--- config.mk ---
export PLATFORM = sky130hd
export DESIGN_NAME = get_nms_flat
export DESIGN_NICKNAME = d
export VERILOG_FILES = /design/src/hdl/get_pkg.sv /design/src/hdl/get_intf.sv /design/src/hdl/get_nms.sv /design/src/flat_wrapper.sv
export SDC_FILE = /design/constraint.sdc
export NUM_CORES = 1
export LEC_CHECK = 0
export BUFFER_PORTS_ARGS = -buffer_cell sky130_fd_sc_hd__buf_2
export CAP_MARGIN = 25
export CELL_PAD_IN_SITES_DETAIL_PLACEMENT = 1
export CELL_PAD_IN_SITES_GLOBAL_PLACEMENT = 2
export CORE_MARGIN = 4
export CORE_UTILIZATION = 20
export CTS_BUF_LIST = sky130_fd_sc_hd__clkbuf_4
export DETAILED_ROUTE_END_ITERATION = 12
export HOLD_SLACK_MARGIN = 0.06
export MAX_ROUTING_LAYER = met4
export PLACE_DENSITY_LB_ADDON = 0.1
export SYNTH_ARGS = -nofsm -noshare
export SYNTH_HDL_FRONTEND = slang
export SYNTH_SLANG_ARGS = --single-unit
--- constraint.sdc ---
create_clock -name clock -period 3.5 [get_ports clock]
set_clock_uncertainty 0.05 [all_clocks]
set_input_delay 0.7 -clock clock [delete_from_list [all_inputs] [get_ports clock]]
set_output_delay 0.7 -clock clock [all_outputs]
set_load 0.05 [all_outputs]
--- src/hdl/get_pkg.sv ---
`default_nettype none

package get_pkg;

   localparam int MAX_WIDTH  = 1024;
   localparam int MAX_HEIGHT = 1024;

   localparam int COL_W  = $clog2(MAX_WIDTH);
   localparam int ROW_W  = $clog2(MAX_HEIGHT);
   localparam int SIZE_W = $clog2(((MAX_WIDTH > MAX_HEIGHT) ? MAX_WIDTH : MAX_HEIGHT) + 3);

   localparam int CFG_W   = 11;
   localparam int CIDX_W  = 2;
   localparam int PIX_W   = 8;
   localparam int MAG_W   = 17;
   localparam int SQ_W    = 16;
   localparam int DIR_W   = 2;
   localparam int PROD_W  = 25;
   localparam int TAN_W   = 17;
   localparam int TAN_FRAC = 15;

   localparam logic [TAN_W-1:0] TAN_LOW_Q15  = 17'd13573;
   localparam logic [TAN_W-1:0] TAN_HIGH_Q15 = 17'd79109;

   localparam logic [CIDX_W-1:0] REG_FRAME_WIDTH  = 2'd0;
   localparam logic [CIDX_W-1:0] REG_FRAME_HEIGHT = 2'd1;
   localparam logic [CIDX_W-1:0] REG_BORDER_VALUE = 2'd2;

   localparam logic [SIZE_W-1:0] RESET_WIDTH  = SIZE_W'(640);
   localparam logic [SIZE_W-1:0] RESET_HEIGHT = SIZE_W'(480);

   localparam logic [DIR_W-1:0] SEC_H    = 2'd0;
   localparam logic [DIR_W-1:0] SEC_D45  = 2'd1;
   localparam logic [DIR_W-1:0] SEC_V    = 2'd2;
   localparam logic [DIR_W-1:0] SEC_D135 = 2'd3;

   typedef struct packed {
      logic [COL_W-1:0] x;
      logic             slot;
      logic             emit;
      logic             fend;
      logic [COL_W-1:0] ox;
      logic [ROW_W-1:0] oy;
      logic             lok;
      logic             rok;
      logic             tok;
      logic             bok;
   } meta_type;

   typedef struct packed {
      meta_type         meta;
      logic [PIX_W-1:0] pd;
      logic             wr;
      logic             usel;
      logic             lsel;
      logic             lone;
      logic             rsel;
      logic             mrow;
   } acc_type;

   typedef struct packed {
      logic [MAG_W-1:0] top;
      logic [MAG_W-1:0] mid;
      logic [MAG_W-1:0] bot;
      logic [DIR_W-1:0] dir;
   } win_col_type;

   typedef win_col_type [2:0] win_type;

   function automatic logic [SIZE_W-1:0] clamp_size(input logic [CFG_W-1:0] v,
                                                    input logic [SIZE_W-1:0] hi);
      logic [SIZE_W-1:0] r;
      if (v == '0) begin
         r = SIZE_W'(1);
      end else if (SIZE_W'(v) > hi) begin
         r = hi;
      end else begin
         r = SIZE_W'(v);
      end
      return r;
   endfunction

endpackage

`default_nettype wire

--- src/hdl/get_intf.sv ---
`default_nettype none


interface get_rsp_if;
   import get_pkg::*;
   logic             valid;
   logic             ready;
   logic             edge_res;
   logic [COL_W-1:0] column;
   logic [ROW_W-1:0] row;
   logic             frame_end;
   modport source(output valid, edge_res, column, row, frame_end, input ready);
   modport sink(input valid, edge_res, column, row, frame_end, output ready);
endinterface


`default_nettype wire

--- src/hdl/get_nms.sv ---
`default_nettype none

module get_nms (
   input  wire logic              clock,
   input  wire logic              reset,
   input  wire logic              w_valid,
   input  wire get_pkg::meta_type w_meta,
   input  wire get_pkg::win_type  win,
   output logic                   pipe_en,
   get_rsp_if.source              rsp
);
   import get_pkg::*;

   logic             rsp_valid_ff;
   logic             edge_ff, edge_in;
   logic [COL_W-1:0] column_ff;
   logic [ROW_W-1:0] row_ff;
   logic             fend_ff;
   logic [MAG_W-1:0] m, m1, m2;

   assign pipe_en = !rsp_valid_ff || rsp.ready;

   always_comb begin
      m = win[1].mid;
      case (win[1].dir)
         SEC_H: begin
            m1 = w_meta.lok ? win[0].mid : '0;
            m2 = w_meta.rok ? win[2].mid : '0;
         end
         SEC_D45: begin
            m1 = (w_meta.lok && w_meta.tok) ? win[0].top : '0;
            m2 = (w_meta.rok && w_meta.bok) ? win[2].bot : '0;
         end
         SEC_V: begin
            m1 = w_meta.tok ? win[1].top : '0;
            m2 = w_meta.bok ? win[1].bot : '0;
         end
         default: begin
            m1 = (w_meta.rok && w_meta.tok) ? win[2].top : '0;
            m2 = (w_meta.lok && w_meta.bok) ? win[0].bot : '0;
         end
      endcase
      edge_in = (m > m1) && (m > m2);
   end

   always_ff @(posedge clock) begin
      if (reset) begin
         rsp_valid_ff <= 1'b0;
      end else if (pipe_en) begin
         rsp_valid_ff <= w_valid && w_meta.emit;
      end
   end

   always_ff @(posedge clock) begin
      if (pipe_en) begin
         edge_ff   <= edge_in;
         column_ff <= w_meta.ox;
         row_ff    <= w_meta.oy;
         fend_ff   <= w_meta.fend;
      end
   end

   assign rsp.valid     = rsp_valid_ff;
   assign rsp.edge_res  = edge_ff;
   assign rsp.column    = column_ff;
   assign rsp.row       = row_ff;
   assign rsp.frame_end = fend_ff;

endmodule

`default_nettype wire

--- src/flat_wrapper.sv ---
// flat-port wrapper written by rule: the top's interface ports become plain ports
module get_nms_flat import get_pkg::*;
  (clock, reset, w_valid, w_meta, win, pipe_en, rsp_valid, rsp_edge_res, rsp_column, rsp_row, rsp_frame_end, rsp_ready);
  get_rsp_if rsp_i ();
  input  wire logic clock;
  input  wire logic reset;
  input  wire logic w_valid;
  input  wire get_pkg::meta_type w_meta;
  input  wire get_pkg::win_type win;
  output logic pipe_en;
  output wire logic [$bits(rsp_i.valid)-1:0] rsp_valid;
  output wire logic [$bits(rsp_i.edge_res)-1:0] rsp_edge_res;
  output wire logic [$bits(rsp_i.column)-1:0] rsp_column;
  output wire logic [$bits(rsp_i.row)-1:0] rsp_row;
  output wire logic [$bits(rsp_i.frame_end)-1:0] rsp_frame_end;
  input wire logic [$bits(rsp_i.ready)-1:0] rsp_ready;
  assign rsp_valid = rsp_i.valid;
  assign rsp_edge_res = rsp_i.edge_res;
  assign rsp_column = rsp_i.column;
  assign rsp_row = rsp_i.row;
  assign rsp_frame_end = rsp_i.frame_end;
  assign rsp_i.ready = rsp_ready;
  get_nms u_core (.clock(clock), .reset(reset), .w_valid(w_valid), .w_meta(w_meta), .win(win), .pipe_en(pipe_en), .rsp(rsp_i));
endmodule
# Yosys cells after proc, flatten, opt, wreduce, memory -nomap -nowiden

Cells that the tools add are included.
W data, S select, Z words.

Bits in registers: 23
Bits of input ports: 200
Output and inout port bits: 24
Logic and storage cells: 28

Magnitude comparators: 2
Eq/ne operators: 2
Multiplexer cells: 10
Reductions and logical operators: 9

Operators by type and width:

| operator             | number |
|---|---|
| $mux W17             | 8 |
| $pmux W17 S3         | 2 |
| $gt A17 B17 Y1       | 2 |
| $logic_and A1 B1 Y1  | 6 |
| $eq A2 B1 Y1 const B | 1 |
| $eq A2 B2 Y1 const B | 1 |
| $logic_not A2 Y1     | 1 |
| $logic_not A1 Y1     | 1 |
| $logic_or A1 B1 Y1   | 1 |

# Longest topological paths before layout

Gate-level depths: netlist of the first run.

Word-level depth: 5
Mapped depth: 13
Depth with buffers taken out: 11

# Worst setup path after synthesis of the first run

Ideal clock, no wire load.

Path type: input to register
From: input port w_meta[1] in the netlist's numbering
To: register u_core.edge_ff (netlist: u_core.rsp.edge_res) (data pin)
Setup time: 0.256 ns
Data arrival time: 2.747 ns
Data required time: 3.194 ns
Slack: 0.447 ns
Cell stages on the path: 13
Path buffers: 3
Cells stage by stage: buf_6 > and3_1 > buf_4 > and2b_1 > buf_6 > a21oi_1 > or2_1 > ha_1 > a21oi_1 > o21ai_0 > a2111oi_0 > o221ai_1 > and4_1

Longest elaborated chain between the ends: 5
Elaborated cells between the ends (all ways): 8
Classes of those cells: order compare (1); mux (4); reduce/logical (3)

Ends and longest elaborated chain:

| what                                   | RTL line                     | text |
|---|---|---|
| start: declaration                     | flat_wrapper.sv:8            | `input wire get_pkg::meta_type w_meta;` |
| $logic_and A1 B1 Y1 (on tied branches) | get_nms.sv:39, get_nms.sv:31 |  |
| $mux W17 (on tied branches)            | get_nms.sv:39, get_nms.sv:31 |  |
| $pmux W17 S3 *                         | get_nms.sv:25                | `case (win[1].dir)` |
| $gt A17 B17 Y1 *                       | get_nms.sv:43                | `edge_in = (m > m1) && (m > m2);` |
| $logic_and A1 B1 Y1 *                  | get_nms.sv:43                |  |
| via u_core.edge_in                     | get_nms.sv:15                | `logic edge_ff, edge_in;` |
| end signal: assignment                 | get_nms.sv:56                | `edge_ff <= edge_in;` |
| end: declaration                       | get_nms.sv:15                |  |

Mark *: on every way through the listed nets, which the timed path passes. The rest lies on a longest branch.
A chain may end at the register's enable or synchronous reset.

# Final worst setup path of the first run

From: input port win[53] in the netlist's numbering
To: register u_core.edge_ff (netlist: u_core.rsp.edge_res) (data pin)

Longest elaborated chain between the ends: 4
Elaborated cells between the ends (all ways): 8
Classes of those cells: order compare (2); eq/ne (2); mux (2); reduce/logical (2)

Ends and longest elaborated chain:

| what                                 | RTL line          | text |
|---|---|---|
| start: declaration                   | flat_wrapper.sv:9 | `input wire get_pkg::win_type win;` |
| $eq A2 B2 Y1 (tied with other cells) | get_nms.sv:25     |  |
| $pmux W17 S3                         | get_nms.sv:25     |  |
| $gt A17 B17 Y1                       | get_nms.sv:43     |  |
| $logic_and A1 B1 Y1 *                | get_nms.sv:43     |  |
| via u_core.edge_in                   | get_nms.sv:15     |  |

Marked as above.

==> out/results.tsv, run 1 <==
stage	metric	value	unit
critical_path	CP max stage delay	440	ps
synth	Syn Area/Cell	8.02	um2
sta	Fmax	0.316	GHz
worst_hold_path	worst min-delay path class	in2reg	
global_routing	met1 Track Usage GR	18.8	%
cts	CTS Buf Count	3	
cts	root buf cell	clkbuf_4	
global_routing	number of global-route vias before repair	3733	
global_routing	gr ovfl total	0	
drt	vias per cell	4.70	
synth	Yosys cell types	41	
cts	post-CTS sizing	0	
global_routing	met2 usage	27.4	%
sta	Slew @ Worst Pin	482	ps
cts	Clock Latency Late Sink	300	ps
final_layout	register area	681	um2
pwr	Power Internal	0.590	mW
critical_path	CP Buf/Inv Count	3	
floorplan	I/O pins	224	
synth	syn nets	572	
pwr	Clk network pwr share	13.5	%
pwr	P per Cell Area	232	mW/mm2
synth	Mapped Cells	338	
placed_design	Final Wtd Congestion	0.814	
drt	drt initial violations	126	
pwr	VDD IR max	0.0952	mV
floorplan	die width	124	um
floorplan	Starting Density	20.5	%
cts	clk sink count	23	
cts	Clock Path Buffers	2	
pwr	Sw Pwr	0.355	mW
drt	first-pass detailed-route iteration total	4	
floorplan	core area	0.0132	mm2
final_layout	Layout area overhead	50.0	%
drt	drt wl/cell	16.9	um
critical_path	CP Capture Type	flop	
status	status	finished, final reports clean	
global_routing	initial antenna violation count	2	
cts	clock-pin slew on the worst setup and hold paths	120	ps
critical_path	CP max FO	11	
final_layout	filler cell count	1679	
critical_path	CP top delay family	simple AND/OR/NAND/NOR gates	
sta	slew margin rel.	67.9	%
sta	fin crit period	3170	ps
final_layout	final instance area	0.00407	mm2
drt	Routed Antenna Nets	0	
critical_path	slowest CP cell	nor3b_4	
placed_design	port bufs	208	
sta	Fin. Hold Viols	0	
final_layout	# nets final	783	
critical_path	crit path DAT	3300	ps
global_routing	GRT Total Usage	15.4	%
pwr	Net Sw Frac	37.5	%
cts	hold buffers post-CTS	0	
cts	CTS tree	built	
pwr	combinational share of power	52.0	%
drt	routed wire length	12300	um
final_layout	multi-input logic area	0.00184	mm2
floorplan	Rows	42	
placed_design	Post-DP Area	0.00403	mm2
floorplan	die area	0.0155	mm2
synth	Ys Warns	0	
drt	DRC	0	
synth	sequential fraction of the synthesis area	25.1	%
floorplan	Die H	124	um
critical_path	WS Path Type	in2reg	
pwr	sequential share of power	34.5	%
critical_path	Startpoint Class	input pin	
sta	Setup Viol. Count Final	0	
sta	RSZ-0062 raised after global routing	no	
critical_path	worst-path cell chain	buf_2, buf_4, buf_4, nor3b_4, a222oi_1, or2_1, ha_1, nand4_1, nor3_1, o31ai_1, o211ai_1, and4_1	
pwr	Pleak	2.05	nW
critical_path	Data required, critical path	3630	ps
cts	post-CTS setup buffers	0	
final_layout	share of cells above drive strength 1	44.3	%
sta	fin. max-slew vios	0	
placed_design	DP Wirelength	11000	um
global_routing	GRT met3 Usage	2.74	%
sta	setup slack after layout	335	ps
drt	Vias	3412	
global_routing	first-pass GRT wire length	19100	um
synth	synthesized area	0.00271	mm2
sta	crit share post-route	90.4	%
run	maxcap violations	0	
placed_design	pre-CTS setup slack	-54.1	ps
global_routing	pin count of the biggest net entering global routing	25	
cts	H-tree depth	1	
synth	Seq cells post-synth	23	
global_routing	most used routing layer	met2	
critical_path	Critical Path Most Common Cell	buf_4	
per-layer routing:
layer  up-vias  share of wire (%)
li1       1702                  -
met1      1580                 43
met2       126                 50
met3         4                6.4
met4         0               0.50
met5         -                  0
final timing paths:
kind / slack [ps] / endpoint / startpoint / cells after the start
worst min register to register: 780 / u_core.rsp.row[6] / u_core.rsp.valid / 2
worst max-delay path: 330 / u_core.rsp.edge_res / win[53] / 12
worst max register to register: 2440 / u_core.rsp.column[2] / u_core.rsp.valid / 2
worst min-delay path: 490 / u_core.rsp.valid / reset / 2
worst register-to-register path: cells and delay by family (launching register included):
family,cells,cell delay (ps)
DFF,1,340
buffers and inverters,1,290
and+or+nand+nor,1,70
kinds of logic after synthesis:
kind of cell | share of synthesized area, %
buffers and inverters | 6.83
AOI/OAI and AO/OA | 30.3
adders and majority gates | 15.7
DFF | 25.1
and+or+nand+nor | 22.1
per-stage QoR:
step           TNS [ps]  std cells  hold slack, ps  util, %  power, mW
2_1_floorplan         0        338             719        -      0.618
3_3_place_gp          0        720             713     30.4      0.817
3_5_place_dp      -54.1        720             775     30.4      0.831
4_1_cts               0        724             488     30.7      0.960
5_1_grt               0        726             477     30.7       1.02
6_report              0        726             492     30.7      0.945
flip-flops by register name, summed over array words and instances (netlist names):
signal                flops
u_core.rsp.row           10
u_core.rsp.valid          1
u_core.rsp.edge_res       1
u_core.rsp.column        10
u_core.rsp.frame_end      1
power by group through the flow:
stage                     combinational (mW)  clock (mW)  sequential [mW]
after detailed placement               0.498           0            0.333
after floorplan                        0.215           0            0.403
after CTS                              0.501       0.132            0.327
after global placement                 0.485           0            0.332
final                                  0.491       0.127            0.326
after global routing                   0.551       0.146            0.328
cells in the final DEF (no fill, tap or decap), types with 2 or more instances in the layout:
master	instances
a22oi_1	6
nand3_1	2
or2_1	29
diode_2	2
and2b_1	2
o21ai_0	5
a21o_1	3
clkbuf_4	4
or2_2	3
a211oi_1	2
buf_12	3
edfxtp_1	22
nor2_1	6
nor3_1	3
and3_1	2
buf_4	22
inv_1	4
buf_2	208
nand2_1	57
and2_1	2
a222oi_1	18
a21oi_1	82
nand4_1	8
a32o_1	6
ha_1	34
cell type report:
cell class | instances | share of cell area, %
flip-flops and latches | 23 | 16.7
inverters | 5 | 0.462
clock buffers | 4 | 0.739
well taps | 176 | 5.42
repair buffers | 233 | 31.1
diodes | 2 | 0.123
multi-input cells | 283 | 45.4
Yosys cell counts, drive strengths merged:
master / instances / area, um2
a21boi: 1 / 7.51
nor3b: 1 / 18.8
o21ai: 5 / 25.0
nand2b: 1 / 6.26
o221ai: 1 / 8.76
buf: 22 / 146
a32oi: 1 / 8.76
dfxtp: 1 / 20.0
nor3: 3 / 15.0
nor2: 7 / 28.8
inv: 5 / 18.8
or2: 32 / 200
and2b: 2 / 15.0
a21o: 3 / 22.5
nand3: 2 / 10.0
and3: 2 / 12.5
ha: 34 / 425
clkbuf: 5 / 20.0
a22oi: 6 / 45.0
nor2b: 1 / 6.26
nand4: 8 / 50.1
o31ai: 1 / 7.51
a32o: 6 / 60.1
and2: 2 / 12.5
a222oi: 18 / 180
nand2: 57 / 214
o21bai: 1 / 7.51
o22ai: 1 / 6.26
o211ai: 1 / 7.51
a21oi: 82 / 410
a2111oi: 1 / 8.76
a211oi: 2 / 15.0
and4: 1 / 8.76
edfxtp: 22 / 661
No activity file was read; power rests on OpenSTA's default activity.
==> run 2: changes to the inputs <==
--- a/config.mk
+++ b/config.mk
@@ -5,7 +5,7 @@
 export SDC_FILE = /design/constraint.sdc
 export NUM_CORES = 1
 export LEC_CHECK = 0
-export BUFFER_PORTS_ARGS = -buffer_cell sky130_fd_sc_hd__buf_2
+export BUFFER_PORTS_ARGS = -buffer_cell sky130_fd_sc_hd__clkbuf_2
 export CAP_MARGIN = 25
 export CELL_PAD_IN_SITES_DETAIL_PLACEMENT = 1
 export CELL_PAD_IN_SITES_GLOBAL_PLACEMENT = 2
==> out/results.tsv, run 2 (same netlist as run 1, synthesis figures left out) <==
stage	metric	value	unit	change
pwr	Pleak	2.08	nW	+1.7%
global_routing	pin count of the biggest net entering global routing	28		+12%
pwr	Power Internal	0.578	mW	-2.1%
final_layout	# nets final	783		unchanged
final_layout	commonest non-fill, non-tap cells in the layout	clkbuf_2, a21oi_1, nand2_1		
pwr	Sw Pwr	0.360	mW	+1.5%
sta	fin crit period	3220	ps	+50.5 ps
sta	Slew @ Worst Pin	512	ps	+30.0 ps
critical_path	Startpoint Class	input pin		
worst_hold_path	hold_sp	reset		
sta	slew margin rel.	65.0	%	-2.8 points
drt	Routed Antenna Nets	0		unchanged
final_layout	Util after Layout	30.5	%	-0.25 points
sta	crit share post-route	91.9	%	+1.4 points
placed_design	Final Wtd Congestion	0.804		-1.2%
critical_path	r2r startpoint	u_core.rsp.valid		
pwr	combinational share of power	52.0	%	about the same
pwr	Net Sw Frac	38.4	%	+0.85 points
global_routing	first-pass GRT wire length	19400	um	+1.6%
global_routing	GRT met3 Usage	2.49	%	-0.26 points
global_routing	initial antenna violation count	0		-2
global_routing	GRT Total Usage	15.7	%	+0.37 points
cts	Clock Latency Late Sink	310	ps	about the same
floorplan	Rows	42		unchanged
cts	H-tree depth	1		unchanged
sta	hold_ws	479	ps	-13.5 ps
drt	drt initial violations	152		+21%
pwr	P per Cell Area	232	mW/mm2	about the same
global_routing	number of global-route vias before repair	3739		+0.16%
cts	post-CTS setup buffers	0		unchanged
critical_path	worst-path cell chain	clkbuf_2, and3_1, buf_4, a222oi_1, or2_1, ha_1, a21oi_1, o21ai_0, a2111oi_0, buf_4, o221ai_1, and4_1		
cts	CTS Buf Count	3		unchanged
drt	vias per cell	4.65		-1.1%
global_routing	gr ovfl total	0		unchanged
floorplan	core area	0.0132	mm2	unchanged
floorplan	Starting Density	20.5	%	unchanged
floorplan	die area	0.0155	mm2	unchanged
critical_path	CP max stage delay	540	ps	+100 ps
final_layout	final instance area	0.00403	mm2	-0.80%
critical_path	Critical Path Most Common Cell	buf_4		
final_layout	n_diodes	0		-2
sta	fin. max-slew vios	0		unchanged
critical_path	CP Capture Type	flop		
pwr	Clk network pwr share	13.1	%	-0.4 points
cts	clock-pin slew on the worst setup and hold paths	130	ps	about the same
global_routing	met2 usage	27.7	%	+0.35 points
sta	Fin. Hold Viols	0		unchanged
pwr	VDD IR max	0.104	mV	+9.4%
cts	clk sink count	23		unchanged
cts	post-CTS sizing	0		unchanged
critical_path	Data required, critical path	3530	ps	-100 ps
cts	hold buffers post-CTS	0		unchanged
cts	root buf cell	clkbuf_4		
floorplan	die width	124	um	unchanged
drt	Vias	3364		-1.4%
critical_path	CP max FO	8		-3
placed_design	port bufs	208		unchanged
placed_design	Post-DP Area	0.00401	mm2	-0.62%
global_routing	met1 Track Usage GR	19.6	%	+0.85 points
final_layout	share of cells above drive strength 1	44.3	%	unchanged
critical_path	slowest CP cell	a2111oi_0		
status	status	finished, final reports clean		
worst_hold_path	worst min-delay path class	in2reg		
critical_path	Worst Setup SP	w_meta[1]		
final_layout	Layout area overhead	48.8	%	
sta	RSZ-0062 raised after global routing	no		
pwr	Total Power	0.937	mW	-0.78%
sta	Fmax	0.311	GHz	-1.6%
drt	drt wl/cell	16.9	um	-0.14%
run	maxcap violations	0		unchanged
drt	first-pass detailed-route iteration total	8		+4
floorplan	I/O pins	224		unchanged
drt	routed wire length	12200	um	-0.41%
cts	CTS tree	built		
floorplan	Die H	124	um	unchanged
pwr	sequential share of power	34.9	%	+0.4 points
drt	DRC	0		unchanged
critical_path	WS Path Type	in2reg		
sta	Setup Viol. Count Final	0		unchanged
critical_path	crit path DAT	3240	ps	-60 ps
placed_design	DP Wirelength	11000	um	about the same
global_routing	most used routing layer	met2		
final_layout	most common cell after layout, fill and taps aside	clkbuf_2		
cts	Clock Path Buffers	2		unchanged
==> run 2: cell type report <==
class | count | area [um2]
sequential | 23 | 681
timing repair buffer | 233 | 1240
inverter | 5 | 18.8
tap | 176 | 220
fill | 1690 | 9210
clock buffer | 3 | 22.5
clock inverter | 1 | 5.00
multi-input combinational | 283 | 1840
==> run 2: path summary, 6_finish.rpt <==
| kind | endpoint | slack (ps) | cells past startpoint |
|---|---|---|---|
| max | u_core.rsp.edge_res | 280 | 12 |
| min | u_core.rsp.valid | 480 | 2 |
| max reg2reg | u_core.rsp.column[1] | 2440 | 2 |
| min reg2reg | u_core.rsp.row[6] | 780 | 2 |
==> run 2: per-stage QoR <==
step,cells,setup TNS (ps),worst slack (ps)
finish,724,0,284
global route,724,0,5.58
CTS,724,0,275
detailed placement,720,-67.6,-67.6
global placement,720,0,36.2
floorplan,338,0,447
==> run 2: critical path: cells and delay by family <==
family / cells / cell delay (ps)
buffers and inverters: 3 / 470
and+or+nand+nor: 3 / 520
AOI/OAI and AO/OA: 5 / 1310
adders and majority gates: 1 / 240
==> run 2: routing by layer <==
layer / share of wire [%] / wire length [um]
met1: 44 / 5390
met2: 49 / 6030
met3: 6.1 / 748
met4: 0.62 / 76
met5: 0 / 0
==> run 2: power groups by stage <==
stage	registers, mW	clock network, mW	logic [mW]
3_5_place_dp	0.334	0	0.494
6_report	0.327	0.123	0.488
4_1_cts	0.327	0.130	0.497
5_1_grt	0.329	0.138	0.552
3_3_place_gp	0.333	0	0.482
2_1_floorplan	0.403	0	0.215
==> run 3: changes to the inputs <==
--- a/config.mk
+++ b/config.mk
@@ -9,6 +9,7 @@
 export CAP_MARGIN = 25
 export CELL_PAD_IN_SITES_DETAIL_PLACEMENT = 1
 export CELL_PAD_IN_SITES_GLOBAL_PLACEMENT = 2
+export CORE_ASPECT_RATIO = 1.2
 export CORE_MARGIN = 4
 export CORE_UTILIZATION = 20
 export CTS_BUF_LIST = sky130_fd_sc_hd__clkbuf_4
==> out/results.tsv, run 3 (same netlist as run 1, synthesis figures left out) <==
stage	metric	value	unit	change
critical_path	Data required, critical path	3520	ps	about the same
sta	crit share post-route	91.0	%	-0.89 points
status	status	finished, final reports clean		
cts	clk sink count	23		unchanged
cts	CTS tree	built		
cts	clock-pin slew on the worst setup and hold paths	110	ps	-20 ps
floorplan	Rows	46		+9.5%
critical_path	R2R cell count	2		unchanged
pwr	sequential share of power	34.8	%	about the same
critical_path	r2r startpoint	u_core.rsp.valid		
final_layout	# nets final	790		+0.89%
critical_path	WS Path Type	in2reg		
cts	post-CTS sizing	0		unchanged
sta	setup slack after layout	315	ps	+31.2 ps
floorplan	Die H	136	um	+8.9%
sta	fin. max-slew vios	0		unchanged
sta	Slew @ Worst Pin	532	ps	+20.4 ps
critical_path	crit path to	u_core.rsp.edge_res		
critical_path	worst-path cell chain	clkbuf_2, and3_1, buf_4, a222oi_1, or2_1, ha_1, a21oi_1, o21ai_0, a2111oi_0, buf_4, o221ai_1, and4_1		
pwr	P per Cell Area	231	mW/mm2	-0.74%
final_layout	n_diodes	0		unchanged
placed_design	placed insts	719		-0.14%
floorplan	I/O pins	224		unchanged
floorplan	Starting Density	20.5	%	about the same
critical_path	r2r setup slk	2360	ps	-80 ps
pwr	Sw Pwr	0.350	mW	-2.8%
cts	root buf cell	clkbuf_4		
drt	first-pass detailed-route iteration total	6		-2
drt	drt wl/cell	17.7	um	+4.5%
floorplan	die area	0.0155	mm2	about the same
floorplan	die width	114	um	-8.2%
placed_design	pre-CTS setup slack	-61.1	ps	+6.48 ps
global_routing	gr ovfl total	0		unchanged
critical_path	Startpoint Class	input pin		
pwr	VDD IR max	0.173	mV	+66%
cts	hold buffers post-CTS	0		unchanged
global_routing	initial antenna violation count	0		unchanged
final_layout	commonest non-fill, non-tap cells in the layout	clkbuf_2, a21oi_1, nand2_1		
critical_path	crit path DAT	3200	ps	-40 ps
critical_path	Critical Path Most Common Cell	buf_4		
cts	post-CTS setup buffers	0		unchanged
sta	fin crit period	3180	ps	-31.2 ps
final_layout	fin cells	723		-0.14%
cts	Clock Latency Late Sink	290	ps	-20 ps
final_layout	Layout area overhead	50.5	%	
drt	Vias	3386		+0.65%
critical_path	Worst Setup SP	w_meta[3]		
critical_path	CP max stage delay	560	ps	+20 ps
sta	Fmax	0.314	GHz	+0.98%
pwr	Net Sw Frac	37.2	%	-1.2 points
pwr	Power Internal	0.591	mW	+2.3%
worst_hold_path	worst min-delay path class	in2reg		
global_routing	GRT Total Usage	16.2	%	+0.47 points
pwr	combinational share of power	52.3	%	+0.3 points
sta	hold_ws	491	ps	+12.5 ps
critical_path	Worst R2R End	u_core.rsp.row[1]		
pwr	Clk network pwr share	12.9	%	-0.2 points
sta	Setup Viol. Count Final	0		unchanged
placed_design	port bufs	208		unchanged
final_layout	most common cell after layout, fill and taps aside	clkbuf_2		
drt	vias per cell	4.68		+0.79%
sta	RSZ-0062 raised after global routing	no		
critical_path	slowest CP cell	a2111oi_0		
global_routing	pin count of the biggest net entering global routing	24		-14%
critical_path	CP Capture Type	flop		
drt	drt initial violations	172		+13%
cts	H-tree depth	1		unchanged
global_routing	first-pass GRT wire length	19200	um	-1.1%
floorplan	core area	0.0132	mm2	about the same
run	maxcap violations	0		unchanged
final_layout	share of cells above drive strength 1	45.0	%	+0.70 points
placed_design	Final Wtd Congestion	0.798		-0.75%
placed_design	DP Wirelength	11800	um	+7.2%
sta	slew margin rel.	63.6	%	-1.4 points
drt	routed wire length	12800	um	+4.4%
pwr	Pleak	2.12	nW	+1.7%
cts	CTS Buf Count	3		unchanged
sta	Fin. Hold Viols	0		unchanged
cts	Clock Path Buffers	2		unchanged
final_layout	filler cell count	1712		+1.3%
pwr	Total Power	0.941	mW	+0.37%
drt	DRC	0		unchanged
critical_path	CP max FO	5		-3
global_routing	number of global-route vias before repair	3672		-1.8%
drt	Routed Antenna Nets	0		unchanged
## run 3: cell count changes in the layout (fill, tap and decap cells not counted)
cell / delta
buf_4: +7
clkinv_2: -1
clkbuf_4: +1
## run 3: power by group through the flow
stage / sequential (mW) / combinational [mW] / clock, mW
2_1_floorplan: 0.403 / 0.215 / 0
3_3_place_gp: 0.333 / 0.488 / 0
3_5_place_dp: 0.334 / 0.500 / 0
4_1_cts: 0.327 / 0.502 / 0.132
5_1_grt: 0.329 / 0.551 / 0.144
6_report: 0.327 / 0.492 / 0.122
## run 3: metal layers
| layer | up-vias | routed length (um) | global-route usage (%) |
|---|---|---|---|
| li1 | 1716 | - | - |
| met1 | 1537 | 5140 | 18.6 |
| met3 | 2 | 846 | 2.32 |
| met5 | - | 0 | - |
| met4 | 0 | 17 | 1.39 |
| met2 | 131 | 6780 | 30.8 |
## run 3: worst max-delay path, delay by kind of cell
family | cells | cell delay, ps
AOI/OAI and AO/OA | 5 | 1260
and+or+nand+nor | 3 | 530
adders and majority gates | 1 | 250
buffers and inverters | 3 | 460
## run 3: area by class of cell
cell class | instances | area (um2) | area share [%]
Clock buffer | 4 | 30.0 | 0.736
Inverter | 5 | 18.8 | 0.460
Multi-Input combinational cell | 283 | 1840 | 45.2
Sequential cell | 23 | 681 | 16.7
Tap cell | 168 | 210 | 5.15
Timing Repair Buffer | 240 | 1290 | 31.7
## run 3: worst min-delay path by stage
| stage | from | to | slack (ps) | depth (start not counted) |
|---|---|---|---|---|
| after floorplan | reset | u_core.rsp.valid | 720 | 1 |
| after global routing | reset | u_core.rsp.valid | 480 | 2 |
| after detailed placement | reset | u_core.rsp.valid | 810 | 2 |
| after CTS | reset | u_core.rsp.valid | 470 | 2 |
| final | reset | u_core.rsp.valid | 490 | 2 |
| after global placement | reset | u_core.rsp.valid | 810 | 2 |
## run 3: metrics by stage
step           area [um2]  util (%)  setup TNS (ps)
2_1_floorplan        2710         -               0
3_3_place_gp         4050      30.6           -44.6
3_5_place_dp         4050      30.6           -61.1
4_1_cts              4080      30.8               0
5_1_grt              4080      30.8               0
6_report             4080      30.8               0
